**src/shalb_pkg.sv**
```systemverilog
`default_nettype none
package shalb_pkg;

    localparam int COEFF_WIDTH = 20;
    localparam int Q_SHADE     = 43;
    localparam int BASIS_W     = 34;
    localparam int TERM_W      = COEFF_WIDTH + BASIS_W;
    localparam int SUM_W       = TERM_W + 4;
    localparam int DIV_W       = SUM_W + 8;
    localparam int NUM_W       = 8 + Q_SHADE;
    localparam int DIV_STEPS   = 8;
    localparam int FRONT_LAT   = 5;
    localparam int CFG_DATA_W  = 3 * COEFF_WIDTH;
    localparam int CFG_IDX_W   = 8;

    localparam logic [CFG_IDX_W-1:0] REG_THRESH  = CFG_IDX_W'(0);
    localparam logic [CFG_IDX_W-1:0] REG_COEFF_0 = CFG_IDX_W'(1);
    localparam logic [CFG_IDX_W-1:0] REG_COEFF_1 = CFG_IDX_W'(2);
    localparam logic [CFG_IDX_W-1:0] REG_COEFF_2 = CFG_IDX_W'(3);

    localparam logic [15:0] THRESH_RESET = 16'd13626;
    localparam logic [CFG_DATA_W-1:0] COEFF_0_RESET = CFG_DATA_W'(32768);

    typedef struct packed {
        logic signed [15:0] point_x;
        logic signed [15:0] point_y;
        logic signed [15:0] point_z;
        logic signed [15:0] nrm_x;
        logic signed [15:0] nrm_y;
        logic signed [15:0] nrm_z;
        logic               normal_valid;
        logic [7:0]         color_red;
        logic [7:0]         color_green;
        logic [7:0]         color_blue;
    } t_pix_in;

    typedef struct packed {
        logic       visible;
        logic [7:0] albedo_red;
        logic [7:0] albedo_green;
        logic [7:0] albedo_blue;
        logic [7:0] irradiance_red;
        logic [7:0] irradiance_green;
        logic [7:0] irradiance_blue;
    } t_pix_out;

    typedef struct packed {
        logic                    visible;
        logic signed [SUM_W-1:0] shade;
        logic [7:0]              color_red;
        logic [7:0]              color_green;
        logic [7:0]              color_blue;
    } t_front_out;

endpackage
`default_nettype wire

```
**src/shalb_div.sv**
```systemverilog
`default_nettype none
module shalb_div (
    input  wire logic                                i_clk,
    input  wire logic                                i_en,
    input  wire logic [7:0]                          i_color,
    input  wire logic signed [shalb_pkg::SUM_W-1:0]  i_shade,
    output logic [7:0]                               o_albedo,
    output logic [7:0]                               o_irradiance
);
    import shalb_pkg::*;

    logic [SUM_W-2:0] w_su;
    logic [DIV_W-1:0] w_num, w_su8, w_tfull;
    logic [7:0]       w_t, w_irr;
    logic             w_big;

    always_comb begin
        w_su    = i_shade[SUM_W-2:0];
        w_num   = DIV_W'({i_color, {Q_SHADE{1'b0}}});
        w_su8   = DIV_W'(w_su) << 8;
        w_tfull = (w_su8 - DIV_W'(w_su)) >> Q_SHADE;
        w_big   = DIV_W'(w_su) >= (DIV_W'(1) << Q_SHADE);
        w_t     = w_big ? 8'd255 : w_tfull[7:0];
        w_irr   = (i_color < w_t) ? i_color : w_t;
    end

    logic [NUM_W-1:0] r_rem  [DIV_STEPS+1];
    logic [7:0]       r_q    [DIV_STEPS+1];
    logic [SUM_W-2:0] r_su   [DIV_STEPS+1];
    logic [7:0]       r_col  [DIV_STEPS+1];
    logic [7:0]       r_irr  [DIV_STEPS+1];
    logic             r_zero [DIV_STEPS+1];
    logic             r_neg  [DIV_STEPS+1];
    logic             r_sat  [DIV_STEPS+1];

    always_ff @(posedge i_clk) begin
        if (i_en) begin
            r_rem[0]  <= w_num[NUM_W-1:0];
            r_q[0]    <= 8'd0;
            r_su[0]   <= w_su;
            r_col[0]  <= i_color;
            r_irr[0]  <= w_irr;
            r_zero[0] <= (i_shade == '0);
            r_neg[0]  <= i_shade[SUM_W-1];
            r_sat[0]  <= w_num >= w_su8;
        end
    end

    // one quotient bit per stage, most significant first
    for (genvar k = 0; k < DIV_STEPS; k++) begin : g_step
        localparam int SH = DIV_STEPS - 1 - k;
        logic [DIV_W-1:0] w_sub;
        logic             w_fit;
        assign w_sub = DIV_W'(r_su[k]) << SH;
        assign w_fit = DIV_W'(r_rem[k]) >= w_sub;
        always_ff @(posedge i_clk) begin
            if (i_en) begin
                r_rem[k+1]  <= w_fit ? NUM_W'(DIV_W'(r_rem[k]) - w_sub) : r_rem[k];
                r_q[k+1]    <= r_q[k] | (w_fit ? (8'd1 << SH) : 8'd0);
                r_su[k+1]   <= r_su[k];
                r_col[k+1]  <= r_col[k];
                r_irr[k+1]  <= r_irr[k];
                r_zero[k+1] <= r_zero[k];
                r_neg[k+1]  <= r_neg[k];
                r_sat[k+1]  <= r_sat[k];
            end
        end
    end

    always_comb begin
        if (r_zero[DIV_STEPS]) begin
            o_albedo     = (r_col[DIV_STEPS] != 8'd0) ? 8'd255 : 8'd0;
            o_irradiance = 8'd0;
        end else if (r_neg[DIV_STEPS]) begin
            o_albedo     = 8'd0;
            o_irradiance = 8'd0;
        end else begin
            o_albedo     = r_sat[DIV_STEPS] ? 8'd255 : r_q[DIV_STEPS];
            o_irradiance = r_irr[DIV_STEPS];
        end
    end

endmodule
`default_nettype wire

```
**config.mk**
```make
export PLATFORM = sky130hd
export DESIGN_NAME = shalb_div
export DESIGN_NICKNAME = d
export VERILOG_FILES = /design/src/shalb_pkg.sv /design/src/shalb_div.sv
export SDC_FILE = /design/constraint.sdc
export NUM_CORES = 2
export LEC_CHECK = 0
export ABC_AREA = 1
export BUFFER_PORTS_ARGS = -buffer_cell sky130_fd_sc_hd__buf_2
export CORE_UTILIZATION = 55
export CTS_CLUSTER_DIAMETER = 50
export DETAILED_ROUTE_END_ITERATION = 8
export GPL_TIMING_DRIVEN = 0
export PLACE_DENSITY = 0.71
export REMOVE_ABC_BUFFERS = 1
export SYNTH_ARGS = -nofsm -noshare
export SYNTH_HDL_FRONTEND = slang
export SYNTH_SLANG_ARGS = --single-unit
export TNS_END_PERCENT = 10
```
**constraint.sdc**
```tcl
create_clock -name i_clk -period 5 [get_ports i_clk]
set_input_delay 0.5 -clock i_clk [delete_from_list [all_inputs] [get_ports i_clk]]
set_output_delay 0.5 -clock i_clk [all_outputs]
set_load 0.03 [all_outputs]
```
Word level (Yosys, flattened, before mapping)
Memories as Yosys holds them, arrays and structs flattened.
Index checks and enable logic that the tools add are counted.
W data, S select, Z words.
{"block": "totals", "regBits": 0, "mem_bits_rw": 1215, "inputBits": 68, "output_inout_bits": 16, "elab_cells": 64, "memories": 8}
{"block": "op_classes", "n_addsub": 9, "magnitude_cmp": 11, "n_mux": 26, "n_bitwise": 8, "reduce_logical": 2}
{"name": "r_su", "words": 9, "width": 57, "rd": 8, "rd_ports_with_merged_regs": 0, "wr": 9, "line": "shalb_div.sv:29", "text": "logic [SUM_W-2:0] r_su [DIV_STEPS+1];"}
{"name": "r_rem", "words": 9, "width": 51, "rd": 8, "rd_ports_with_merged_regs": 0, "wr": 9, "line": "shalb_div.sv:27", "text": "logic [NUM_W-1:0] r_rem [DIV_STEPS+1];"}
{"name": "r_col", "words": 9, "width": 8, "rd": 9, "rd_ports_with_merged_regs": 0, "wr": 9, "line": "shalb_div.sv:30", "text": "logic [7:0] r_col [DIV_STEPS+1];"}
{"name": "r_irr", "words": 9, "width": 8, "rd": 9, "rd_ports_with_merged_regs": 0, "wr": 9, "line": "shalb_div.sv:31", "text": "logic [7:0] r_irr [DIV_STEPS+1];"}
{"name": "r_q", "words": 9, "width": 8, "rd": 9, "rd_ports_with_merged_regs": 0, "wr": 9, "line": "shalb_div.sv:28", "text": "logic [7:0] r_q [DIV_STEPS+1];"}
{"name": "r_neg", "words": 9, "width": 1, "rd": 9, "rd_ports_with_merged_regs": 0, "wr": 9, "line": "shalb_div.sv:33", "text": "logic r_neg [DIV_STEPS+1];"}
{"name": "+2 memories"}
{"cell": "$sub A51 B51 Y51", "n": 9}
{"cell": "$mux W51", "n": 8}
{"cell": "$mux W8", "n": 9}
{"cell": "$ge A51 B65 Y1", "n": 1}
{"cell": "$ge A51 B64 Y1", "n": 1}
{"cell": "$ge A51 B63 Y1", "n": 1}
{"cell": "$ge A51 B62 Y1", "n": 1}
{"cell": "$ge A51 B61 Y1", "n": 1}
{"cell": "$ge A51 B60 Y1", "n": 1}
{"cell": "$ge A51 B59 Y1", "n": 1}
{"cell": "$ge A51 B58 Y1", "n": 1}
{"cell": "$logic_not A58 Y1", "n": 1}
{"cell": "$ge A51 B57 Y1", "n": 1}
{"cell": "$ge A57 B44 Y1 const B", "n": 1}
{"cell": "$lt A8 B8 Y1", "n": 1}
{"cell": "$or A8 B1 Y8", "n": 1}
{"cell": "$or A8 B2 Y8", "n": 1}
{"cell": "$or A8 B3 Y8", "n": 1}
{"cell": "$or A8 B4 Y8", "n": 1}
{"cell": "$or A8 B5 Y8", "n": 1}
{"cell": "$or A8 B6 Y8", "n": 1}
{"cell": "$or A8 B7 Y8", "n": 1}
{"cell": "$or A8 B8 Y8", "n": 1}
{"cell": "$reduce_bool A8 Y1", "n": 1}
{"cell": "other kinds (7)", "n": 9}

Logic depth before layout (Yosys ltp)
{"block": "logic_depth", "ltp_word": 4, "mapped_depth": 23}

Worst setup path before layout
OpenSTA, ideal clock, no wires.
{"block": "synth_timing", "path_kind": "input -> register", "start": "input i_shade[43] (netlist bit)", "end": "memory r_irr[0][0], data pin", "setup_ns": 0.254, "t_arrival_ns": 3.396, "t_required_ns": 4.746, "slack_ns": 1.350, "stages": 18, "n_path_buf": 0, "path_cell_list": "inv_1 ha_1 a21oi_1 inv_1 a31oi_1 o221ai_1 a21oi_1 nand3b_1 or2_2 nand3_1 inv_1 ha_1 a21oi_1 nor2_1 a211oi_1 nand2_1 nand2_1 nand2_1"}
{"element": "start: declaration", "line": "shalb_div.sv:6", "text": "input wire logic signed [shalb_pkg::SUM_W-1:0] i_shade,"}
{"element": "end: declaration", "line": "shalb_div.sv:31"}

==> qor_table.md <==
| Group | Metric | This run |
|:---|:---|:---|
| run status | Result of the run | finished, final reports clean |
| critical path | RR Endpoint | r_rem[0][253]$_DFFE_PP_ |
| yosys | Area share of the leading cell type in the synthesized netlist | 50.7% |
| route | Number of DRC violations after detailed-routing iteration 0 | 2,916 |
| grt | Overall fraction of global-route tracks in use | 31.4% |
| final layout | Net count, final | 7,018 |
| sta | Post-layout worst setup margin | 0.396 ns |
| grt | Grt ovf | 0 |
| yosys | Post-synthesis average cell area | 9.25 µm² |
| sta | Transition time at the pin with the least slew margin | 1.18 ns |
| hold path | Startpoint of the lowest-slack hold path | i_shade[2] |
| final layout | Number of antenna diodes | 0 |
| critical path | CP Capture Type | flop |
| critical path | Worst path arrival time | 5.11 ns |
| placed design | Placed wire-length estimate | 137 mm |
| route | Final wirelength | 170 mm |
| die | Boundary Pins | 84 |
| sta | Final worst clock skew | 0.0888 ns |
| clock tree | Later-pin clock latency in the skew report | 0.76 ns |
| route | Post-DR wirelength/cell | 21.2 µm |
| die | Placement row count | 119 |
| critical path | Worst flop-to-flop path startpoint | r_su[0][199]$_DFFE_PP_ |
| grt | First-pass GRT wire length | 255 mm |
| job | Total of max-cap violations | 0 |
| sta | Final-report hold violation count | 0 |
| critical path | Largest delay contributor family on the critical path | simple AND/OR/NAND/NOR gates |
| yosys | Top cells by area, synth | sky130_fd_sc_hd__edfxtp_1, sky130_fd_sc_hd__ha_1, sky130_fd_sc_hd__nand2_1 |
| clock tree | H-Tree Depth | 3 |
| sta | Fin crit share | 92.1% |
| clock tree | Number of clock sinks seen by CTS | 992 |
| route | Post-route ant nets | 0 |
| sta | Smallest hold slack | 0.0413 ns |
| sta | Final setup violation count | 0 |
| grt | Via count of the first global-routing pass | 46.1k |
| critical path | Critical Path, Cell by Cell | dlygate4sd3_1 > buf_2 > inv_1 > ha_1 > nand2_1 > nor2_1 > nand2_1 > nor4_1 > nand4_1 > nand3_1 > nand2_1 > nand3_1 > inv_1 > ha_1 > a21oi_1 > nor2_1 > a211oi_2 > nand2_1 > nand2_1 > nand2_1 |
| yosys | Post-Synthesis Cells | 6,360 |
| yosys | Yosys synthesis warning count | 0 |
| die | Width of the die | 329 µm |
| critical path | Critical path start-end classification | in -> reg |
| route | DR vias/cell | 5.61 |
| placed design | Routability congestion estimate from global placement | 1.04 |
| critical path | WP data required | 5.50 ns |
| placed design | I/O Buffers | 83 |
| final layout | Non-Filler Instances | 8,031 |
| sta | Fin. max-slew vios | 0 |
| sta | Final total negative setup slack | 0 ns |
| critical path | Sum of buffers and inverters on the critical path | 4 |
| grt | Initial antenna violation count | 0 |
| pwr | Peak supply drop | 0.310 mV |
| yosys | Post-Syn Area | 58,800 µm² |
| placed design | Placed standard-cell area | 60,900 µm² |
| clock tree | TritonCTS Buffers | 113 |
| yosys | Seq/Total Area, Yosys | 50.7% |
| sta | Maximum clock frequency | 0.217 GHz |
| critical path | Critical-path cell with the highest stage delay | sky130_fd_sc_hd__nor4_1 |
| yosys | EDFF count, synth | 992 |
| sta | RSZ-0062 raised after global routing | no |
| final layout | Fraction of final layout cells with drive strength greater than 1 | 5.60% |
| final layout | Final standard cell area without fillers | 65,100 µm² |
| final layout | Layout Area Growth over Synthesis | 10.7% |
| yosys | Ys flop type | sky130_fd_sc_hd__edfxtp_1 |
| route | Number of vias after detailed routing | 45.1k |
| clock tree | Number of buffers on the longest clock path | 3 |
| die | Floorplan die area | 108,000 µm² |
| yosys | Count of unique library cells instantiated by Yosys | 68 |
| critical path | Most used cell along the critical path | sky130_fd_sc_hd__nand2_1 |
| placed design | Inst Count DP | 7,779 |
| hold path | Hold Crit Endpoint | r_su[0][2]$_DFFE_PP_ |
| hold path | Type of the worst min-delay path | in -> reg |
| pwr | Power per unit of standard cell area | 332 nW/µm² |
| route | First drt pass iteration count | 6 |
| sta | Shortest clock period the worst path allows after layout | 4.60 ns |
| critical path | Crit path largest cell delay | 0.60 ns |
| die | Chip Height | 329 µm |
| sta | Worst slew slack as a fraction of its limit | 21.1% |
| critical path | Slack of the worst reg-to-reg path | 0.61 ns |
| die | Core area | 106,000 µm² |
| critical path | Type of origin of the critical path | primary input |
| critical path | Worst-path fanout max | 9 |
| route | DRC | 0 |
| die | Effective utilization at floorplan | 55.7% |
| pwr | Pleak | 0.0276 µW |
| placed design | Pre-CTS setup slack | -0.0305 ns |
| grt | Maximum number of pins on one net before global-route repair | 143 |
| yosys | Seq cells post-synth | 992 |
| clock tree | CTS tree | yes |
| hold path | Number of instances on the worst hold path | 1 |
| yosys | Cell type contributing the most total cell area after synthesis | sky130_fd_sc_hd__edfxtp_1 |
| clock tree | Clock input transition at the sequential cells of the worst setup and hold paths | 0.06 ns |
| clock tree | Clock tree root driver cell | sky130_fd_sc_hd__clkbuf_16 |
| yosys | Share of async-settable or async-resettable flops after synthesis | 0% |
| critical path | Count of cells along the worst register-to-register path | 13 |
==> Yosys cell counts (13+ instances only) <==
master / number
sky130_fd_sc_hd__buf_4: 13
sky130_fd_sc_hd__a21boi_0: 31
sky130_fd_sc_hd__o21ai_1: 26
sky130_fd_sc_hd__o21ai_0: 385
sky130_fd_sc_hd__nor4_1: 63
sky130_fd_sc_hd__o21bai_1: 36
sky130_fd_sc_hd__inv_1: 945
sky130_fd_sc_hd__o211ai_1: 16
sky130_fd_sc_hd__a21oi_2: 29
sky130_fd_sc_hd__a31oi_1: 82
sky130_fd_sc_hd__nand2_1: 1116
sky130_fd_sc_hd__nand3_1: 228
sky130_fd_sc_hd__buf_2: 19
sky130_fd_sc_hd__xnor2_1: 135
sky130_fd_sc_hd__edfxtp_1: 992
sky130_fd_sc_hd__a21oi_1: 492
sky130_fd_sc_hd__nor2_1: 744
sky130_fd_sc_hd__xor2_1: 160
sky130_fd_sc_hd__buf_6: 15
sky130_fd_sc_hd__a211oi_1: 14
sky130_fd_sc_hd__nand4_1: 80
sky130_fd_sc_hd__nor3_1: 73
sky130_fd_sc_hd__nand3b_1: 13
sky130_fd_sc_hd__ha_1: 401
sky130_fd_sc_hd__clkbuf_1: 21
sky130_fd_sc_hd__o21a_1: 35
sky130_fd_sc_hd__a21o_1: 61
==> report_power, final <==
| group | leakage (µW) | switching (µW) | internal [µW] | total (µW) |
|---|---|---|---|---|
| Combinational | 0.0160 | 2280 | 1130 | 3410 |
| Clock | 0.00181 | 3480 | 4710 | 8190 |
| Sequential | 0.00979 | 315 | 9720 | 10000 |
==> sequential cells by signal (all words and copies together), names as in the netlist <==
name,count
r_rem,329
r_su,456
r_zero,9
r_col,72
r_neg,9
r_q,36
r_sat,9
r_irr,72
==> worst max-delay path by stage <==
| stage | cells past startpoint | end | start |
|---|---|---|---|
| CTS | 20 | r_irr[0][7]$_DFFE_PP_ | i_shade[43] |
| finish | 20 | r_irr[0][5]$_DFFE_PP_ | i_shade[43] |
| detailed placement | 19 | r_irr[0][3]$_DFFE_PP_ | i_shade[43] |
| floorplan | 18 | r_irr[0][0]$_DFFE_PP_ | i_shade[43] |
| global placement | 1 | r_su[0][1]$_DFFE_PP_ | i_en |
| global route | 20 | r_irr[0][7]$_DFFE_PP_ | i_shade[41] |
==> per-layer routing <==
layer  track usage (%)  vias up  routed length (µm)
li1                  -    22200                   -
met1              31.9    20900               60000
met2              60.3     1543               91100
met3              3.19      469                7020
met4              20.7        0               12200
met5                 0        -                   0
==> stage by stage <==
| step | total power (µW) | utilization, % |
|---|---|---|
| 3_3_place_gp | 13700 | 57.3 |
| 3_5_place_dp | 13500 | 57.7 |
| 4_1_cts | 21700 | 61.7 |
| 6_report | 21600 | 61.7 |
| 2_1_floorplan | 12300 | - |
| 5_1_grt | 22400 | 61.7 |
==> cells in the final DEF, fill, tap and decap left out, drive strengths merged, types with 9 or more instances in the layout <==
cell         count
o211ai          17
o21bai          38
bufinv           9
and3            11
a31oi           82
ha             401
o21ai          414
nand3          235
nor3            76
nand2         1121
edfxtp         992
o21a            35
clkinv          45
buf             99
xor2           160
nor2           753
a21oi          521
nand3b          13
a211oi          14
dlygate4sd3     39
xnor2          135
clkbuf         135
a21o            62
nor4            70
nand4           83
inv            970
a21boi          44
or2             12
==> cell families (layout without fill, tap and decap cells) <==
kind of cell,Yosys count,after routing,share of synthesized area (%)
xor gates and xnor gates,295,295,4.39
and+or+nand+nor,2390,2390,17.2
DFF,992,992,50.7
AOI/OAI and AO/OA,1252,1252,12.1
adders and majority gates,407,407,8.74
buffers and inverters,1024,1304,6.85
==> area by class of cell <==
cell class / instances / area, µm²
Tap cell: 1391 / 1740
Clock buffer: 135 / 2910
Fill cell: 8745 / 40400
Multi-Input combinational cell: 4344 / 25000
Clock inverter: 77 / 881
Timing Repair Buffer: 138 / 1210
Inverter: 954 / 3580
Sequential cell: 992 / 29800
==> timing repair <==
item / in CTS / in global routing
hold buffers: 39 / 0
endpoints found under the setup margin: 0 / 8
buffers inserted: 0 / 0
gates resized for setup: 0 / 1
hold endpoints to repair: 39 / 0
Note: power is estimated with default switching activity, not from simulation.
